[config.mk]
export PLATFORM = sky130hd
export DESIGN_NAME = asfs_div
export DESIGN_NICKNAME = d
export VERILOG_FILES = /design/src/rtl/asfs_pkg.sv /design/src/rtl/asfs_div.sv
export SDC_FILE = /design/constraint.sdc
export NUM_CORES = 1
export LEC_CHECK = 0
export BUFFER_PORTS_ARGS = -buffer_cell sky130_fd_sc_hd__buf_2
export CAP_MARGIN = 20
export CORE_MARGIN = 5
export CORE_UTILIZATION = 57
export DETAILED_ROUTE_END_ITERATION = 16
export PLACE_DENSITY = 0.91
export SYNTH_ARGS = -nofsm -noshare
export SYNTH_HDL_FRONTEND = slang
export SYNTH_SLANG_ARGS = --single-unit
[constraint.sdc]
create_clock -name clk -period 2.9 [get_ports clk]
set_input_delay 0.58 -clock clk [delete_from_list [all_inputs] [get_ports clk]]
set_output_delay 0.58 -clock clk [all_outputs]
set_load 0.1 [all_outputs]
[src/rtl/asfs_pkg.sv]
// ----------------------------------------------------------------------------
// asfs_pkg
// Types, constants and helpers shared by the frame select unit.
// ----------------------------------------------------------------------------
package asfs_pkg;

    localparam int DIV_W     = 34;
    localparam int POS_W     = 10;
    localparam int CFG_W     = 16;
    localparam int CFG_IDX_W = 3;
    localparam int T_W       = 17;
    localparam int PM_W      = 18;
    localparam int PIX_W     = 32;
    localparam int AGE_OUT_W = 4;

    localparam logic [T_W-1:0] T_ONE = 17'h10000;

    typedef enum logic [CFG_IDX_W-1:0] {
        REG_FRAME_WIDTH   = 3'd0,
        REG_FRAME_HEIGHT  = 3'd1,
        REG_CHANNEL_COUNT = 3'd2,
        REG_DIR_COS       = 3'd3,
        REG_DIR_SIN       = 3'd4,
        REG_EASE_CURVE    = 3'd5
    } cfg_reg_t;

    typedef enum logic [4:0] {
        ST_IDLE, ST_PIDX, ST_WRITE, ST_DIVX, ST_DIVY, ST_MULX, ST_MULY, ST_SUM,
        ST_TSTART, ST_DIVT, ST_EASE1, ST_EASE2, ST_EASE3, ST_AGE1, ST_AGE2,
        ST_RADDR, ST_READ, ST_OUT
    } state_t;

    typedef struct packed {
        logic             start;
        logic [DIV_W-1:0] num;
        logic [DIV_W-1:0] den;
    } div_req_t;

    typedef struct packed {
        logic             done;
        logic [DIV_W-1:0] quot;
    } div_rsp_t;

    // Keep only the configured number of 8-bit channels.
    function automatic logic [PIX_W-1:0] chan_mask(input logic [2:0] cc);
        logic [PIX_W-1:0] m;
        unique case (cc)
            3'd0, 3'd1: m = 32'h0000_00FF;
            3'd2:       m = 32'h0000_FFFF;
            3'd3:       m = 32'h00FF_FFFF;
            default:    m = 32'hFFFF_FFFF;
        endcase
        return m;
    endfunction

endpackage

[src/rtl/asfs_div.sv]
// ----------------------------------------------------------------------------
// asfs_div
// Restoring unsigned divider, one quotient bit per cycle.
// ----------------------------------------------------------------------------
module asfs_div
    import asfs_pkg::*;
(
    input  logic     clk,
    input  logic     rst_n,
    input  div_req_t req,
    output div_rsp_t rsp
);

    localparam int CNT_W = $clog2(DIV_W + 1);

    logic             busy_reg;
    logic             done_reg;
    logic [CNT_W-1:0] cnt_reg;
    logic [DIV_W-1:0] rem_reg;
    logic [DIV_W-1:0] quo_reg;
    logic [DIV_W-1:0] den_reg;

    logic [DIV_W:0]   shifted;
    logic [DIV_W:0]   diff;
    logic             fits;

    assign shifted = {rem_reg, quo_reg[DIV_W-1]};
    assign fits    = shifted >= {1'b0, den_reg};
    assign diff    = shifted - {1'b0, den_reg};

    always_ff @(posedge clk or negedge rst_n)
    begin
        if (!rst_n)
        begin
            busy_reg <= 1'b0;
            done_reg <= 1'b0;
            cnt_reg  <= '0;
        end
        else
        begin
            done_reg <= 1'b0;
            if (req.start)
            begin
                busy_reg <= 1'b1;
                cnt_reg  <= CNT_W'(DIV_W);
            end
            else if (busy_reg)
            begin
                cnt_reg <= cnt_reg - 1'b1;
                if (cnt_reg == CNT_W'(1))
                begin
                    busy_reg <= 1'b0;
                    done_reg <= 1'b1;
                end
            end
        end
    end

    always_ff @(posedge clk)
    begin
        if (req.start)
        begin
            quo_reg <= req.num;
            den_reg <= req.den;
            rem_reg <= '0;
        end
        else if (busy_reg)
        begin
            rem_reg <= fits ? diff[DIV_W-1:0] : shifted[DIV_W-1:0];
            quo_reg <= {quo_reg[DIV_W-2:0], fits};
        end
    end

    assign rsp.done = done_reg;
    assign rsp.quot = quo_reg;

endmodule

==> impl_metrics.toml, run 1 <==
[grt]
grt_first_pass_wirelength_um = 25300
grt.overflow.total = 0
global_route.usage.total_pct = 23.3
antenna_found_initial = 0
via_count_of_the_first_global_routing_pass = 5319
maximum_number_of_pins_on_one_net_before_global_route_repair = 48

[timing]
slew-limit-headroom_pct = 38.6
timing_hold_violations_final = 0
final_min_period_over_clock_period_pct = 95.9
max_freq_ghz = 0.359
timing.final.max_slew_violations = 0
max_slew.worst_pin.slew_ps = 921
finalSetupViolCount = 0
timing.final.crit_period_ps = 2780
fin_worst_skew_ps = 13.1

[floorplanning]
chipWidth_um = 117
rows = 39
coreArea_um2 = 11300
io_pins = 106
die_outline_area_um2 = 13700
initial_core_util_pct = 57.7
dieHeight_um = 117

[detailed_routing]
drt_via_density = 6.05
first_pass_iters = 5
routed-via-count = 5453
routed_wire_length_um = 16100
drt-wirelength-per-cell_um = 17.8
drcViolationCount = 0
final_antenna_net_count = 0
first_iter_violations = 354

[critical_path]
timing_worst_setup_path_type = "flip-flop to flip-flop"
buffers_plus_inverters_on_the_worst_setup_path = 3
critPathArrivalTime_ps = 3040
critical_path_required_ps = 3160
crit_path_start = "den_reg[1]"
crit_fanout = 7
path_cells = "inv_1 -> ha_1 -> nor2b_1 -> o21bai_1 -> a31oi_2 -> o2111ai_2 -> nand3_4 -> a21bo_4 -> buf_12 -> buf_4 -> a311o_1"
critPathTopFamily = "compound AO/OA/AOI/OAI gates"
reg2reg_from = "den_reg[1]"
critical-path-max-stage-delay_ps = 390
worst_setup_path_start_kind = "flip-flop"
worstSetupEndpointType = "flip-flop"
critPathSlowestCell = "edfxtp_1"

[placement]
number_of_buffers_inserted_by_port_buffering = 105
post-place-cells = 878
place_congestion = 0.932
detailedPlacementHpwl_um = 11400

[power]
vdd.ir_drop.worst_v = 0.000760
total_leakage_power_nw = 3.31
int_power_mw = 4.32
combPwrFrac_pct = 52.8
power.density_nw_per_um2 = 976
clockPowerShare_pct = 17.6
power.switching_fraction_pct = 43.1
p_seq_share_pct = 29.6
netSwitchingPower_mw = 3.27

[yosys]
synth.yosys.seq_area_share_pct = 44.7
yosysUniqueCellTypes = 71
syn-cell-area_um2 = 6540
synth_ff_type = "edfxtp_1"
synth_enable_flop_cells = 68
warnings_from_yosys = 0
synth-async-reset-ratio_pct = 7.27
postSynthRegisterBits = 110
syn-instance-count = 646
post_synth.cell_area_avg_um2 = 10.1
syn-num-nets = 754

[final_layout]
diodes = 0
final_cell_count_no_fill = 902
n_fill_cell = 809
design.final.nets = 862
areaGrowthSynthToFinish_pct = 19.0
multi_input_comb_area_um2 = 3400
final_core_util_pct = 68.7
seqCellArea_um2 = 2920
drive_above_1_share_pct = 30.7

[clock_network]
clkTransAtPathRegs_ps = 80
cts_tree = "built"
cts-htree-levels = 3
worst_skew_pair.late_latency_ps = 370
cts_root_buffer = "clkbuf_16"
cts_made_buffers = 9
clock_tree.buffer_depth = 2
cts_num_sinks = 110

[worst_hold_path]
worstHoldPathType = "primary input to asynchronous set/reset pin"

[job]
max_cap_viol_count = 0

[run_status]
run_status = "finished, final reports clean"
## final cells by class
class	instances	share of cell area, %
Clock buffer	9	2.90
Clock inverter	7	1.29
Inverter	46	2.22
Multi-Input combinational cell	457	43.8
Sequential cell	110	37.6
Tap cell	143	2.30
Timing Repair Buffer	130	9.96
## what timing repair did
action                                  in CTS  in global routing
cloned                                       0                  2
resized for setup                            1                 21
buffers inserted                             0                  6
endpoints found under the hold margin        0                  0
hold buffers                                 0                  0
endpoints found under the setup margin       1                 32
pin swaps                                    0                  7
## routing by layer
layer  GRT usage, %  up-vias  share of wire (%)
li1               -     2576                  -
met1           28.1     2617                 40
met2           40.5      215                 51
met3           6.02       45                7.1
met4           7.87        0                2.5
met5              0        -                  0
## kinds of logic after synthesis
group	synth area share, %
simple gates	15.2
flops	44.7
buf+inv	5.69
compound gates	17.3
mux	6.34
xor+xnor	3.48
fa+ha+maj	7.20
## power by group through the flow
stage          logic [mW]  registers, mW  clock network, mW
3_3_place_gp         3.42           2.24                  0
3_5_place_dp         3.57           2.25                  0
4_1_cts              3.61           2.23               1.36
5_1_grt              4.31           2.28               1.41
2_1_floorplan        2.43           2.67                  0
6_report             4.01           2.24               1.34
## synth_stat cells (all sizes together), types with 3 or more instances
library cell | count | share of area, %
nand4b | 3 | 0.40
and2 | 6 | 0.61
nor2 | 65 | 3.7
and3 | 6 | 0.57
dfrtp | 8 | 3.1
buf | 21 | 2.3
nor3 | 9 | 0.69
o211ai | 3 | 0.34
o21bai | 3 | 0.34
a211oi | 5 | 0.57
o21a | 4 | 0.46
nand2 | 80 | 4.6
a41o | 3 | 0.46
edfxtp | 68 | 31
ha | 36 | 6.9
a21o | 7 | 0.80
a311oi | 30 | 5.3
mux2 | 35 | 6.0
xor2 | 8 | 1.1
nand3 | 9 | 0.88
nand4 | 5 | 0.48
a221oi | 3 | 0.40
xnor2 | 18 | 2.4
o21ai | 21 | 1.6
inv | 46 | 2.6
nor3b | 4 | 0.46
nand2b | 3 | 0.29
clkbuf | 13 | 0.75
o311ai | 3 | 0.40
nor4 | 4 | 0.38
a21oi | 35 | 2.7
nor2b | 6 | 0.57
dfxtp | 34 | 10
## path summary, 6_finish.rpt
kind,end,slack [ps],cells after the start
hold reg to reg,rem_reg[5],510,2
min in group clk,den_reg[1],380,1
setup / recovery,rem_reg[2],120,11
hold / removal,cnt_reg[5],40,1
setup reg to reg,rem_reg[2],120,11
max in group asynchronous,busy_reg,2670,1
## layout by cell type (no fill, tap or decap), types with 4 or more instances in the layout
cell / netlist / layout
a211oi_1: 5 / 4
a21o_1: 7 / 7
a21oi_1: 34 / 31
a21oi_2: 1 / 4
a311oi_1: 17 / 13
a311oi_2: 13 / 17
and2_1: 5 / 5
and3_1: 6 / 6
buf_12: 0 / 4
buf_2: 3 / 105
buf_4: 6 / 18
clkbuf_16: 0 / 9
dfrtp_1: 8 / 7
dfxtp_1: 34 / 34
edfxtp_1: 68 / 68
ha_1: 36 / 32
inv_1: 46 / 45
mux2_2: 35 / 34
nand2_1: 79 / 78
nand3_1: 8 / 8
nand4_1: 5 / 5
nor2_1: 65 / 65
nor2b_1: 6 / 6
nor3_1: 9 / 9
nor3b_1: 4 / 4
o21a_1: 4 / 4
o21ai_0: 19 / 18
xnor2_1: 18 / 18
xor2_1: 8 / 8
## metrics by stage
| step | TNS, ps | cell area, µm² | setup WS (ps) | power, mW | hold WS [ps] |
|---|---|---|---|---|---|
| 2_1_floorplan | -293 | 6580 | -105 | 5.10 | 284 |
| 3_3_place_gp | 0 | 7240 | 154 | 5.66 | 427 |
| 3_5_place_dp | -6.18 | 7240 | -6.18 | 5.82 | 433 |
| 4_1_cts | 0 | 7580 | 14.2 | 7.20 | 37.4 |
| 5_1_grt | -25.7 | 7780 | -14.7 | 8.00 | 47.9 |
| 6_report | 0 | 7780 | 118 | 7.59 | 39.9 |
Note: power is estimated with default switching activity, not from simulation.
==> run 2, diff against run 1 <==
CORE_UTILIZATION = 59   (was 57)
CTS_BUF_LIST = sky130_fd_sc_hd__clkbuf_4 sky130_fd_sc_hd__clkbuf_8   (was unset)
PLACE_DENSITY = 0.94   (was 0.91)
==> run 2 against run 1 <==
  * Flip-flop and latch count did not move
  * Final area fell by 2.3%
  * Largest cell class unchanged
  * Critical path type unchanged
  * Count of clock-buffer cells in the layout rose by 1
==> impl_metrics.toml, run 2 (synthesized netlist as in run 1, its figures left out) <==
[detailed_routing]
drt_via_density = 6.09
final_antenna_net_count = 0
first_pass_iters = 5
routed_wire_length_um = 16300
drt-wirelength-per-cell_um = 18.1
drcViolationCount = 0
first_iter_violations = 392
routed-via-count = 5471

[clock_network]
clkTransAtPathRegs_ps = 130
cts_num_sinks = 110
clock_tree.buffer_depth = 2
cts_made_buffers = 9
cts_root_buffer = "clkbuf_8"
cts-htree-levels = 3
cts_tree = "built"
worst_skew_pair.late_latency_ps = 410

[grt]
global_route.usage.total_pct = 24.4
antenna_found_initial = 0
grt.overflow.total = 0
maximum_number_of_pins_on_one_net_before_global_route_repair = 35
grt_first_pass_wirelength_um = 25800
via_count_of_the_first_global_routing_pass = 5450

[timing]
max_freq_ghz = 0.349
finalSetupViolCount = 0
timing.final.max_slew_violations = 0
final_min_period_over_clock_period_pct = 98.9
slew-limit-headroom_pct = 63.3
setup_total_negative_slack_ps = 0
max_slew.worst_pin.slew_ps = 545
timing.final.crit_period_ps = 2870
timing_hold_violations_final = 0
fin_worst_skew_ps = 24.2

[floorplanning]
io_pins = 106
rows = 38
coreArea_um2 = 10800
initial_core_util_pct = 60.3
dieHeight_um = 115
die_outline_area_um2 = 13300
chipWidth_um = 115

[final_layout]
diodes = 0
most_common_cell_after_layout_fill_and_taps_aside = "buf_2"
layout_common_cells = "buf_2 (104), nand2_1 (78), edfxtp_1 (68), nor2_1 (65), inv_1 (45)"
final_core_util_pct = 70.1
areaGrowthSynthToFinish_pct = 16.3
finish.instance_area_um2 = 7600
design.final.nets = 862
drive_above_1_share_pct = 30.4

[worst_hold_path]
worstHoldPathType = "primary input to flip-flop"

[critical_path]
worstSetupEndpointType = "flip-flop"
timing_worst_setup_path_type = "flip-flop to flip-flop"
critical_path_required_ps = 3220
worst_setup_path_start_kind = "flip-flop"
crit_fanout = 4
critPathArrivalTime_ps = 3190

[job]
max_cap_viol_count = 0

[power]
total_leakage_power_nw = 3.23
int_power_mw = 3.90
vdd.ir_drop.worst_v = 0.000758
netSwitchingPower_mw = 3.21
clockPowerShare_pct = 13.5
p_seq_share_pct = 31.5
power.density_nw_per_um2 = 935
combPwrFrac_pct = 55.0
power.switching_fraction_pct = 45.1

[placement]
place_congestion = 0.923
place_area_um2 = 7260
detailedPlacementHpwl_um = 11600
number_of_buffers_inserted_by_port_buffering = 105

[run_status]
run_status = "finished, final reports clean"
-- run 2: cell types whose count changed in the layout (fill, tap and decap cells not counted), sizes merged --
cell / previous run / this run
clkinv: 3 / 1
inv: 49 / 51
buf: 130 / 129
bufinv: 1 / 0
clkbuf: 9 / 10
dlygate4sd3: 0 / 1
-- run 2: area by class of cell --
cell class	count	area [µm²]
repair buffers	130	754
clock buffers	10	138
multi-input cells	457	3380
inverters	46	173
well taps	140	175
flip-flops and latches	110	2920
clock inverters	6	58.8
fillers	743	3240
-- run 2: layer usage --
metal	wire length, µm	global-route usage (%)	share of wire, %
met1	6390	28.3	39
met3	1270	6.21	7.8
met5	0	0	0
met2	8220	43.4	50
met4	444	8.76	2.7
-- run 2: critical path, stage by stage, from the launching register on --
cell and delay (ps):
edfxtp_1 400, inv_1 90, ha_2 190, inv_2 60
fa_2 390, nand2_2 100, a21oi_2 100, o31a_1 370
a221oi_2 360, o21bai_1 170, a21oi_1 210, xnor2_1 120
a31o_2 210
-- run 2: timing repair --
| action | CTS | global route |
|---|---|---|
| buffers inserted | 0 | 3 |
| endpoints found under the hold margin | 8 | 0 |
| hold buffers | 1 | 0 |
| gates resized for setup | 0 | 20 |
| setup endpoints to repair | 0 | 33 |
-- run 2: final timing paths --
| check | startpoint | end | slack (ps) | cells after the start |
|---|---|---|---|---|
| worst min register to register | rem_reg[10] | rem_reg[11] | 510 | 2 |
| worst max register to register | quo_reg[33] | rem_reg[24] | 30 | 12 |
| min in group asynchronous | rst_n | cnt_reg[2] | 540 | 2 |
| max in group asynchronous | rst_n | busy_reg | 2180 | 2 |
| worst max-delay path | quo_reg[33] | rem_reg[24] | 30 | 12 |
| worst min-delay path | req[29] | den_reg[29] | 330 | 1 |
-- run 2: stage by stage --
step | setup WS (ps) | hold WS (ps) | power, mW | std cells
4_1_cts | 18.0 | 328 | 6.82 | 895
3_3_place_gp | 139 | 426 | 5.69 | 878
3_5_place_dp | 66.1 | 433 | 5.86 | 878
5_1_grt | -76.2 | 314 | 7.51 | 899
6_report | 30.9 | 331 | 7.11 | 899
2_1_floorplan | -105 | 284 | 5.10 | 646
-- run 2: power groups by stage --
stage	Sequential [mW]	Combinational (mW)	Clock (mW)
finish	2.24	3.91	0.957
global route	2.27	4.20	1.04
CTS	2.23	3.63	0.965
detailed placement	2.25	3.60	0
global placement	2.23	3.45	0
floorplan	2.67	2.43	0
==> run 3, diff against run 2 <==
CORE_MARGIN = 10   (was 5)
PLACE_DENSITY = 0.83   (was 0.94)
==> run 3 against run 2 <==
  * Clock skew is 5.2 ps lower
  * Register-to-register slack better by 40 ps
  * Sequential share of layout area is 0.52 points lower
==> impl_metrics.toml, run 3 (synthesized netlist as in run 1, its figures left out) <==
[run_status]
run_status = "finished, final reports clean"

[final_layout]
design.final.nets = 866
finish.instance_area_um2 = 7700
drive_above_1_share_pct = 31.6
most_common_cell_after_layout_fill_and_taps_aside = "buf_2"
multi_input_comb_area_um2 = 3480
n_fill_cell = 778
final_cell_count_no_fill = 903
seqCellArea_um2 = 2920
layout_common_cells = "buf_2 (104), nand2_1 (77), edfxtp_1 (68), nor2_1 (65), inv_1 (45)"
areaGrowthSynthToFinish_pct = 17.9
final_core_util_pct = 71.1
diodes = 0

[grt]
via_count_of_the_first_global_routing_pass = 5274
antenna_found_initial = 0
grt_first_pass_wirelength_um = 25400
global_route.usage.total_pct = 19.4
grt.overflow.total = 0
maximum_number_of_pins_on_one_net_before_global_route_repair = 51

[timing]
fin_worst_skew_ps = 19.0
max_freq_ghz = 0.354
max_slew.worst_pin.slew_ps = 623
worst_slack_ps = 71.9
timing_hold_violations_final = 0
timing.final.max_slew_violations = 0
timing.final.crit_period_ps = 2830
setup_total_negative_slack_ps = 0
finalSetupViolCount = 0
final_min_period_over_clock_period_pct = 97.5
slew-limit-headroom_pct = 57.9

[critical_path]
critPathTopFamily = "compound AO/OA/AOI/OAI gates"
ff2ff_setup_slack_ps = 70
buffers_plus_inverters_on_the_worst_setup_path = 1
critical_path.reg2reg.endpoint = "rem_reg[0]"
timing_worst_setup_path_type = "flip-flop to flip-flop"
critPathArrivalTime_ps = 3170
critPathSlowestCell = "mux2_2"
crit_fanout = 5
worst_setup_path_start_kind = "flip-flop"
worstSetupEndpointType = "flip-flop"
path_cells = "inv_1 -> ha_1 -> nor2b_1 -> o21bai_1 -> a31oi_2 -> o2111ai_2 -> nand3_4 -> a21boi_4 -> mux2_2 -> a211oi_2"
crit_path_start = "den_reg[1]"
reg2regPathDepth = 10
critical-path-max-stage-delay_ps = 380
critical_path_required_ps = 3240
reg2reg_from = "den_reg[1]"

[clock_network]
clock_tree.buffer_depth = 2
worst_skew_pair.late_latency_ps = 410
cts_made_buffers = 9
cts-htree-levels = 3
cts_root_buffer = "clkbuf_8"
clkTransAtPathRegs_ps = 110
cts_tree = "built"
cts_num_sinks = 110

[job]
max_cap_viol_count = 0

[placement]
place_area_um2 = 7260
post-place-ws_ps = 57.6
place_congestion = 0.903
post-place-cells = 878
detailedPlacementHpwl_um = 11800
number_of_buffers_inserted_by_port_buffering = 105

[power]
total_leakage_power_nw = 3.25
power.density_nw_per_um2 = 934
vdd.ir_drop.worst_v = 0.000593

[floorplanning]
dieHeight_um = 125
initial_core_util_pct = 60.3
coreArea_um2 = 10800
chipWidth_um = 125
rows = 38
io_pins = 106
die_outline_area_um2 = 15700

[detailed_routing]
routed-via-count = 5395
wl_met3_um = 1180
routed_wire_length_um = 16200
drt-wirelength-per-cell_um = 18.0
first_pass_iters = 8
wl_met2_um = 8110
first_iter_violations = 424
final_antenna_net_count = 0
drcViolationCount = 0
routed.top_layer = "met4"
routedLengthMet1_um = 6560
drt_via_density = 5.97

[worst_hold_path]
whs_path_depth = 1
worstHoldPathType = "primary input to flip-flop"
hold_path_end = "den_reg[9]"
min_from = "req[9]"
[run 3: cell types whose count changed in the layout (fill, tap and decap cells not counted), moves of 2 or more]
cell	before	now
buf_4	20	24
ha_1	33	28
nand3_1	8	6
inv_8	4	2
buf_6	3	1
nand3_2	0	2
ha_4	0	5
[run 3: final cells by class]
cell class	instances	share of cell area, %
repair buffers	133	10.1
flip-flops and latches	110	38.0
clock inverters	7	0.731
well taps	140	2.27
multi-input cells	458	45.1
inverters	46	2.24
clock buffers	9	1.61
[run 3: how the worst max path moves through the flow]
stage | slack (ps) | cells past startpoint | to
3_3_place_gp | 150 | 11 | rem_reg[29]
6_report | 70 | 10 | rem_reg[0]
4_1_cts | 30 | 11 | rem_reg[29]
2_1_floorplan | -100 | 12 | rem_reg[24]
3_5_place_dp | 60 | 11 | rem_reg[9]
5_1_grt | -30 | 10 | rem_reg[0]
[run 3: per-stage QoR]
stage	hold slack (ps)	total power, mW
2_1_floorplan	284	5.10
3_3_place_gp	427	5.73
3_5_place_dp	433	5.87
4_1_cts	322	6.76
5_1_grt	311	7.61
6_report	335	7.20
[run 3: power breakdown]
| part | leakage, nW | internal, mW | switching [mW] |
|---|---|---|---|
| logic | 2.09 | 1.66 | 2.40 |
| clock network | 0.0911 | 0.324 | 0.566 |
| registers | 1.07 | 1.99 | 0.251 |
| total | 3.25 | 3.98 | 3.22 |
[run 3: per-layer routing]
| metal | GRT usage, % | vias to the layer above |
|---|---|---|
| met5 | 0 | - |
| met4 | 6.44 | 0 |
| met3 | 6.72 | 41 |
| met2 | 32.8 | 222 |
| met1 | 22.5 | 2548 |
| li1 | - | 2584 |
[run 3: repair_timing]
item | 4_1_cts | 5_1_grt
hold buffers | 1 | 0
buffers inserted | 0 | 6
endpoints found under the setup margin | 0 | 35
endpoints found under the hold margin | 5 | 0
gates resized for setup | 0 | 34
